### src/rtl/cft_pkg.sv
// Shared types and character codes for the CSV field tokenizer.
package cft_pkg;

  localparam int unsigned CharW = 8;
  localparam int unsigned KindW = 3;

  localparam logic [CharW-1:0] ChComma = 8'h2C;
  localparam logic [CharW-1:0] ChNl    = 8'h0A;
  localparam logic [CharW-1:0] ChNul   = 8'h00;
  localparam logic [CharW-1:0] ChQuote = 8'h22;

  // Parser mode, one-hot.
  typedef enum logic [4:0] {
    MODE_START  = 5'b00001,
    MODE_PLAIN  = 5'b00010,
    MODE_QUOTED = 5'b00100,
    MODE_QSEEN  = 5'b01000,
    MODE_DONE   = 5'b10000
  } mode_e;

  // Result kind as seen on the output tuser.
  typedef enum logic [KindW-1:0] {
    KIND_NONE    = 3'd0,
    KIND_DATA    = 3'd1,
    KIND_END     = 3'd2,
    KIND_LINEEND = 3'd3,
    KIND_ERROR   = 3'd4
  } kind_e;

  typedef struct packed {
    kind_e            kind;
    logic [CharW-1:0] char_out;
    logic             ended_at_nul;
  } result_t;

endpackage

### src/rtl/cft_parser.sv
// Parser mode register, per-character decode and result register.
module cft_parser (
  input  logic                     clk_i,
  input  logic                     rst_ni,
  input  logic                     step_i,        // consume the held character
  input  logic [cft_pkg::CharW-1:0] char_i,
  input  logic                     line_begin_i,
  output cft_pkg::result_t         res_o
);

  cft_pkg::mode_e   mode_q, mode_d, mode_cur;
  cft_pkg::result_t res_q, res_d;
  logic             is_term;

  always_comb begin
    is_term  = (char_i == cft_pkg::ChComma) || (char_i == cft_pkg::ChNl) ||
               (char_i == cft_pkg::ChNul);
    mode_cur = line_begin_i ? cft_pkg::MODE_START : mode_q;
    mode_d   = mode_cur;
    res_d    = '{kind: cft_pkg::KIND_NONE, char_out: '0, ended_at_nul: 1'b0};

    case (mode_cur)
      cft_pkg::MODE_START: begin
        if (char_i == cft_pkg::ChNul) begin
          mode_d     = cft_pkg::MODE_DONE;
          res_d.kind = cft_pkg::KIND_LINEEND;
        end else if (char_i == cft_pkg::ChQuote) begin
          mode_d = cft_pkg::MODE_QUOTED;
        end else if (is_term) begin
          // empty field, stay at field start
          res_d.kind = cft_pkg::KIND_END;
        end else begin
          mode_d         = cft_pkg::MODE_PLAIN;
          res_d.kind     = cft_pkg::KIND_DATA;
          res_d.char_out = char_i;
        end
      end
      cft_pkg::MODE_PLAIN: begin
        if (is_term) begin
          res_d.kind = cft_pkg::KIND_END;
          if (char_i == cft_pkg::ChNul) begin
            mode_d             = cft_pkg::MODE_DONE;
            res_d.ended_at_nul = 1'b1;
          end else begin
            mode_d = cft_pkg::MODE_START;
          end
        end else if (char_i == cft_pkg::ChQuote) begin
          mode_d     = cft_pkg::MODE_DONE;
          res_d.kind = cft_pkg::KIND_ERROR;
        end else begin
          res_d.kind     = cft_pkg::KIND_DATA;
          res_d.char_out = char_i;
        end
      end
      cft_pkg::MODE_QUOTED: begin
        if (char_i == cft_pkg::ChQuote) begin
          mode_d = cft_pkg::MODE_QSEEN;
        end else if (char_i == cft_pkg::ChNul) begin
          mode_d     = cft_pkg::MODE_DONE;
          res_d.kind = cft_pkg::KIND_ERROR;
        end else begin
          res_d.kind     = cft_pkg::KIND_DATA;
          res_d.char_out = char_i;
        end
      end
      cft_pkg::MODE_QSEEN: begin
        if (char_i == cft_pkg::ChQuote) begin
          // doubled quote is a literal quote
          mode_d         = cft_pkg::MODE_QUOTED;
          res_d.kind     = cft_pkg::KIND_DATA;
          res_d.char_out = cft_pkg::ChQuote;
        end else if (is_term) begin
          res_d.kind = cft_pkg::KIND_END;
          if (char_i == cft_pkg::ChNul) begin
            mode_d             = cft_pkg::MODE_DONE;
            res_d.ended_at_nul = 1'b1;
          end else begin
            mode_d = cft_pkg::MODE_START;
          end
        end else begin
          mode_d     = cft_pkg::MODE_DONE;
          res_d.kind = cft_pkg::KIND_ERROR;
        end
      end
      default: begin
        // done: swallow everything until the next line start
        mode_d = cft_pkg::MODE_DONE;
      end
    endcase
  end

  always_ff @(posedge clk_i or negedge rst_ni) begin
    if (!rst_ni) begin
      mode_q <= cft_pkg::MODE_START;
    end else if (step_i) begin
      mode_q <= mode_d;
    end
  end

  always_ff @(posedge clk_i) begin
    if (step_i) begin
      res_q <= res_d;
    end
  end

  assign res_o = res_q;

  a_mode_onehot : assert property (@(posedge clk_i) disable iff (!rst_ni)
    $onehot(mode_q))
    else $error("parser mode lost its one-hot code");

  a_error_sticky : assert property (@(posedge clk_i) disable iff (!rst_ni)
    step_i && (res_d.kind == cft_pkg::KIND_ERROR) |=> mode_q == cft_pkg::MODE_DONE)
    else $error("error did not park the parser");

  a_done_silent : assert property (@(posedge clk_i) disable iff (!rst_ni)
    step_i && !line_begin_i && (mode_q == cft_pkg::MODE_DONE)
    |=> res_q.kind == cft_pkg::KIND_NONE)
    else $error("parser produced output after line end");

  a_nul_start : assert property (@(posedge clk_i) disable iff (!rst_ni)
    step_i && line_begin_i && (char_i == cft_pkg::ChNul)
    |=> (res_q.kind == cft_pkg::KIND_LINEEND) && (mode_q == cft_pkg::MODE_DONE))
    else $error("NUL at line start not reported as line end");

endmodule

### src/rtl/csv_field_tokenizer.sv
// Top level: streaming CSV field tokenizer, one character per beat.
//
//  channel  dir  tdata            tuser          tlast
//  s_axis   in   char_in[7:0]     line_begin     -
//  m_axis   out  char_out[7:0]    kind[2:0]      ended_at_nul
//
// Every input beat yields exactly one output beat, in order.
// Throughput is one beat per clock while the output is not stalled; beats
// pass the input register, then the parser decode's result register.
// Reset (rst_ni low, async) empties both registers and puts the parser at
// field start. Configuration: none.
// Output stall back-pressures through both stages; the input register
// still fills while the result register waits, and a stage advances
// whenever the stage after it is empty or is being drained.
module csv_field_tokenizer (
  input  logic       clk_i,
  input  logic       rst_ni,
  input  logic       s_axis_tvalid_i,
  output logic       s_axis_tready_o,
  input  logic [7:0] s_axis_tdata_i,   // [7:0] char_in
  input  logic       s_axis_tuser_i,   // [0] line_begin
  output logic       m_axis_tvalid_o,
  input  logic       m_axis_tready_i,
  output logic [7:0] m_axis_tdata_o,   // [7:0] char_out
  output logic [2:0] m_axis_tuser_o,   // [2:0] kind
  output logic       m_axis_tlast_o    // ended_at_nul
);

  // Input register stage.
  logic                      in_vld_q, in_vld_d;
  logic [cft_pkg::CharW-1:0] in_char_q;
  logic                      in_lb_q;

  // Result stage valid.
  logic             out_vld_q, out_vld_d;
  logic             out_free;   // result register can take a new result
  logic             step;       // held character is decoded this cycle
  logic             in_take;
  cft_pkg::result_t res;

  assign out_free        = !out_vld_q || m_axis_tready_i;
  assign step            = in_vld_q && out_free;
  assign s_axis_tready_o = !in_vld_q || out_free;
  assign in_take         = s_axis_tvalid_i && s_axis_tready_o;

  always_comb begin
    in_vld_d = in_take ? 1'b1 : (step ? 1'b0 : in_vld_q);
    if (step) begin
      out_vld_d = 1'b1;
    end else if (m_axis_tready_i) begin
      out_vld_d = 1'b0;
    end else begin
      out_vld_d = out_vld_q;
    end
  end

  always_ff @(posedge clk_i or negedge rst_ni) begin
    if (!rst_ni) begin
      in_vld_q  <= 1'b0;
      out_vld_q <= 1'b0;
    end else begin
      in_vld_q  <= in_vld_d;
      out_vld_q <= out_vld_d;
    end
  end

  always_ff @(posedge clk_i) begin
    if (in_take) begin
      in_char_q <= s_axis_tdata_i;
      in_lb_q   <= s_axis_tuser_i;
    end
  end

  cft_parser u_parser (
    .clk_i        (clk_i),
    .rst_ni       (rst_ni),
    .step_i       (step),
    .char_i       (in_char_q),
    .line_begin_i (in_lb_q),
    .res_o        (res)
  );

  assign m_axis_tvalid_o = out_vld_q;
  assign m_axis_tdata_o  = res.char_out;
  assign m_axis_tuser_o  = res.kind;
  assign m_axis_tlast_o  = res.ended_at_nul;

endmodule

### config.mk
export PLATFORM = sky130hd
export DESIGN_NAME = csv_field_tokenizer
export DESIGN_NICKNAME = d
export VERILOG_FILES = /design/src/rtl/cft_pkg.sv /design/src/rtl/cft_parser.sv /design/src/rtl/csv_field_tokenizer.sv
export SDC_FILE = /design/constraint.sdc
export NUM_CORES = 1
export LEC_CHECK = 0
export BUFFER_PORTS_ARGS = -buffer_cell sky130_fd_sc_hd__buf_2
export CORE_MARGIN = 8
export CORE_UTILIZATION = 50
export DETAILED_ROUTE_END_ITERATION = 6
export MAX_ROUTING_LAYER = met4
export PLACE_DENSITY_LB_ADDON = 0.3
export SKIP_LAST_GASP = 1
export SLEW_MARGIN = 20
export SYNTH_ARGS = -nofsm -noshare
export SYNTH_HDL_FRONTEND = slang
export SYNTH_HIERARCHICAL = 1
export SYNTH_SLANG_ARGS = --single-unit
### constraint.sdc
create_clock -name clk_i -period 2 [get_ports clk_i]
set_input_delay 0.2 -clock clk_i [delete_from_list [all_inputs] [get_ports clk_i]]
set_output_delay 0.2 -clock clk_i [all_outputs]
set_load 0.1 [all_outputs]
### After elaboration in Yosys (flattened, before gate mapping)

Index checks and enable logic that the tools add are counted.

* flip-flop bits (word level): 28
* bits in latches: 0
* RAM bits: 0
* bits in read-only memories: 0
* input bits: 13
* logic and storage cells: 62
* memories: 0

* $add $sub $neg: 0
* multipliers: 0
* div/mod/pow operators: 0
* $lt $le $gt $ge: 0
* eq/ne operators: 7
* shift operators: 0
* muxes and demuxes: 36
* bitwise operators: 0
* reductions and logical operators: 11

Operators with widths (count)
* 2-to-1 mux 5 bit: 11
* case mux 11 bit (4 select lines): 1
* 2-to-1 mux 8 bit: 5
* case mux 5 bit (4 select lines): 1
* == test 8 x 6 -> 1 bit, second input constant: 2
* 2-to-1 mux 3 bit: 5
* 2-to-1 mux 11 bit: 1
* 2-to-1 mux 10 bit: 1
* == test 8 x 4 -> 1 bit, second input constant: 1
* zero test 8 bit: 1
* 2-to-1 mux 1 bit: 7
* 2-to-1 mux 6 bit: 1
* == test 5 x 1 -> 1 bit, second input constant: 1
* == test 5 x 2 -> 1 bit, second input constant: 1
* == test 5 x 3 -> 1 bit, second input constant: 1
* == test 5 x 4 -> 1 bit, second input constant: 1
* logical OR 1 bit: 4
* 2-to-1 mux 2 bit: 2
* nonzero test 2 bit: 2
* logical AND 1 bit: 2
* zero test 1 bit: 2
* case mux 1 bit (2 select lines): 1

### Logic depth before layout (Yosys ltp)

* depth in word-level cells: 7
* mapped depth: 6
* depth with buffers taken out: 5

### By module

The synthesis kept the hierarchy.

Modules (own cells, without submodules)
* cft_parser: instances 1, cells each 106, area each 1149.9 um^2
* csv_field_tokenizer: instances 1, cells each 17, area each 374.1 um^2

### Least setup slack after synthesis

OpenSTA, ideal clock, no wires.

* kind: flip-flop to flip-flop
* from: register out_vld_q (netlist: m_axis_tvalid_o)
* to: register u_parser.mode_q[2]
* setup time: 0.125 ns
* arrival time: 2.005 ns
* required time: 1.875 ns
* slack: -0.130 ns
* cell stages (with the launch flop): 5
* path buffers: 1
* period minus slack after synthesis: 2.130 ns
* cells stage by stage: dfrtp_1 -> nand2b_1 -> and2_1 -> bufbuf_8 -> mux2_4

* cells in the longest elaborated chain, start to end: 3

Ends and longest elaborated chain
* start, declared: line csv_field_tokenizer.sv:35 `logic out_vld_q, out_vld_d;`
* start signal, assigned: line csv_field_tokenizer.sv:63 `out_vld_q <= out_vld_d;`
* zero test 1 bit: line csv_field_tokenizer.sv:41 `assign out_free = !out_vld_q || m_axis_tready_i;`
* logical OR 1 bit: line csv_field_tokenizer.sv:41
* logical AND 1 bit: line csv_field_tokenizer.sv:42 `assign step = in_vld_q && out_free;`
* end signal, assigned: line cft_parser.sv:94 `mode_q <= cft_pkg::MODE_START;`
* end signal, assigned: line cft_parser.sv:96 `mode_q <= mode_d;`
* end, declared: line cft_parser.sv:11 `cft_pkg::mode_e mode_q, mode_d, mode_cur;`

No other way between the ends.
A chain may end at the register's enable or synchronous reset.

==> out/results.ini <==
[clock_tree]
cts_setup_buffers=0
clock_latency_ps=330
cts_hold_buffers=1
cts_tree=yes
ctsResizeCount=0
clockBufferDepth=2
cts_buffers=3
ctsRootBufferMaster=clkbuf_4
htreeDepth=1
clock_sinks=28
clk_transition_reported_paths_ps=150

[timing]
fin_crit_sh_pct=88.9
rsz0062_at_grt=no
finalHoldViolCount=0
holdWs_ps=33.1
tightest_slew_ps=493
tns_ps=0
fin_skew_ps=3.51
slew_headroom_pct=67.4
setup_violations=0
period_needed_ps=1780
max_freq_ghz=0.563
drv_slew=0

[finish]
nNetsFinal=163
layoutNonFillerInstCount=182
drive_gt1_share_pct=36.9
syn_to_final_growth_pct=11.7
design_area_um2=1700
antenna_cells=0
fillers=267

[place]
place_congestion=0.885
placed_cell_area_um2=1640
dpl.hpwl_um=2220
dp_cells=177
numPortBuffers=26

[detailed_routing]
drc_errors=0
viasPerCell=5.67
ant_nets=0
routedWlPerCell_um=16.1
dr.pass1.iters=4
drtIter0Drc=66
vias=1032
routed_wl_um=2930

[setup_path]
worst_setup_path_start_kind=flip-flop
r2r_slack_ps=220
rr_startpoint=in_char_q[4]$_DFFE_PP_
critPathKind=flip-flop to flip-flop
crit_chain=nor4_4 -> buf_4 -> nand3_2 -> a21oi_1 -> o22ai_1
reg2regPathDepth=5
crit_cells=5
cp.required_ps=2090
critPathCaptureType=flip-flop
path_max_fanout=9
slowest_delay_ps=460
r2r-end=u_parser/res_o[9]$_DFFE_PP_
path_buf_inv=1
crit_arrival_ps=1870
critPathSlowestCell=edfxtp_1
cpLargestDelayFamily=simple AND/OR/NAND/NOR gates

[global_routing]
grt_overflow_total=0
grt_max_degree=17
grtUsageTotal_pct=12.4
grt_antenna_before_repair=0
grt_pass1_wl_um=4890
grt_pass1_vias=977

[synthesis]
ys_ff_latch=28
syn-num-nets=136
synth.avg_cell_area_um2=12.4
syn-cell-area_um2=1520
ys_seq_area_share_pct=53.0
yosysWarnings=6
netlist_instances=123
synth_cell_types=48

[outcome]
outcome=complete, no violations

[worst_hold_path]
whs_path_depth=1
hold_path.class=input pin to flip-flop
min_to=in_lb_q$_DFFE_PP_
hold_start=s_axis_tuser_i

[power]
pwr_density_cell_nw_per_um2=871
ir_drop_mv=0.417
leakage_nw=0.693

[floorplan]
start_util_pct=51.2
num_rows=20
coreArea_um2=2980
boundaryPins=27
die_w_um=71.2
dieArea_um2=5070
die_y_um=71.2

[run]
drv_cap=0

## cell usage in the layout, fill, tap and decap left out, types with 3 or more instances in the layout
| cell | count |
|---|---|
| buf_2 | 26 |
| edfxtp_1 | 21 |
| a21oi_1 | 9 |
| nand3_1 | 7 |
| nand2_1 | 6 |
| nor2_1 | 6 |
| nand2b_1 | 5 |
| dfrtp_1 | 5 |
| nor2b_1 | 5 |
| xor2_1 | 4 |
| clkbuf_4 | 3 |
| o21ai_0 | 3 |
| o22ai_1 | 3 |
| buf_4 | 3 |
## cell families (layout without fill, tap and decap cells)
family | Yosys count | after routing | synth area share [%]
and+or+nand+nor | 51 | 51 | 24.4
AOI/OAI and AO/OA | 27 | 27 | 12.3
xor gates and xnor gates | 5 | 5 | 2.87
DFF | 28 | 28 | 53.0
buffers and inverters | 10 | 36 | 5.75
muxes | 2 | 2 | 1.72
## cells in the mapped netlist (all sizes together)
master  number  area, um^2
nand3b       3        47.6
a21o         1        7.51
nor4         1        21.3
a21oi       10        53.8
dfstp        1        26.3
and4b        1        10.0
edfxtp      21         631
nor3         4        36.3
mux2         2        26.3
bufbuf       1        18.8
nor2b        6        40.0
o31ai        1        12.5
o221ai       2        17.5
o22ai        3        18.8
o211ai       2        15.0
nand3        8        45.0
nand2b       5        31.3
nand4b       2        17.5
and3         3        25.0
a31oi        2        12.5
and2         3        23.8
xor2         4        35.0
a21boi       1        11.3
clkbuf       3        32.5
nand2        6        22.5
buf          4        28.8
inv          2        7.51
dfrtp        6         150
a221oi       1        15.0
xnor2        1        8.76
nor2         9        51.3
o21ai        3        15.0
a22o         1        8.76
## registers in the layout, indices dropped and copies added, names as in the netlist
register,count
in_vld_q,1
u_parser/res_o,12
in_char_q,8
m_axis_tvalid_o,1
u_parser/mode_q,5
in_lb_q,1
## area by class of cell
type	instances	area, um^2	area share (%)
Inverter	2	7.51	0.441
Sequential cell	28	808	47.5
Clock inverter	1	30.0	1.76
Multi-Input combinational cell	85	629	37.0
Clock buffer	3	22.5	1.32
Tap cell	33	41.3	2.43
Timing Repair Buffer	30	163	9.56
## worst max path at each step
stage	startpoint	slack [ps]	to
after detailed placement	in_char_q[4]$_DFFE_PP_	260	u_parser/res_o[9]$_DFFE_PP_
after global placement	in_char_q[4]$_DFFE_PP_	190	u_parser/res_o[9]$_DFFE_PP_
final	in_char_q[4]$_DFFE_PP_	220	u_parser/res_o[9]$_DFFE_PP_
after CTS	in_char_q[4]$_DFFE_PP_	240	u_parser/res_o[9]$_DFFE_PP_
after global routing	in_char_q[7]$_DFFE_PP_	110	u_parser/res_o[9]$_DFFE_PP_
after floorplan	m_axis_tvalid_o$_DFFE_PN0P_	120	u_parser/mode_q[2]$_DFFE_PN0P_
## per-stage QoR
stage	setup slack, ps	utilization (%)	power, mW
2_1_floorplan	118	-	1.07
3_3_place_gp	195	55.0	1.13
3_5_place_dp	260	55.0	1.13
4_1_cts	237	57.1	1.50
5_1_grt	115	57.1	1.54
6_report	223	57.1	1.48
## per-layer routing
| layer | vias to the layer above | GRT usage, % | part of all wire [%] |
|---|---|---|---|
| li1 | 506 | - | - |
| met1 | 484 | 16.9 | 47 |
| met2 | 40 | 17.8 | 47 |
| met3 | 2 | 1.98 | 5.6 |
| met4 | 0 | 4.85 | 0.89 |
| met5 | - | - | 0 |
## report_power, final
| part | internal (mW) | switching (mW) | leakage, nW |
|---|---|---|---|
| combinational | 0.0945 | 0.285 | 0.378 |
| clock | 0.203 | 0.168 | 0.0279 |
| sequential | 0.682 | 0.0500 | 0.287 |
| total | 0.979 | 0.503 | 0.693 |
Power figures use the tool's default switching activity.
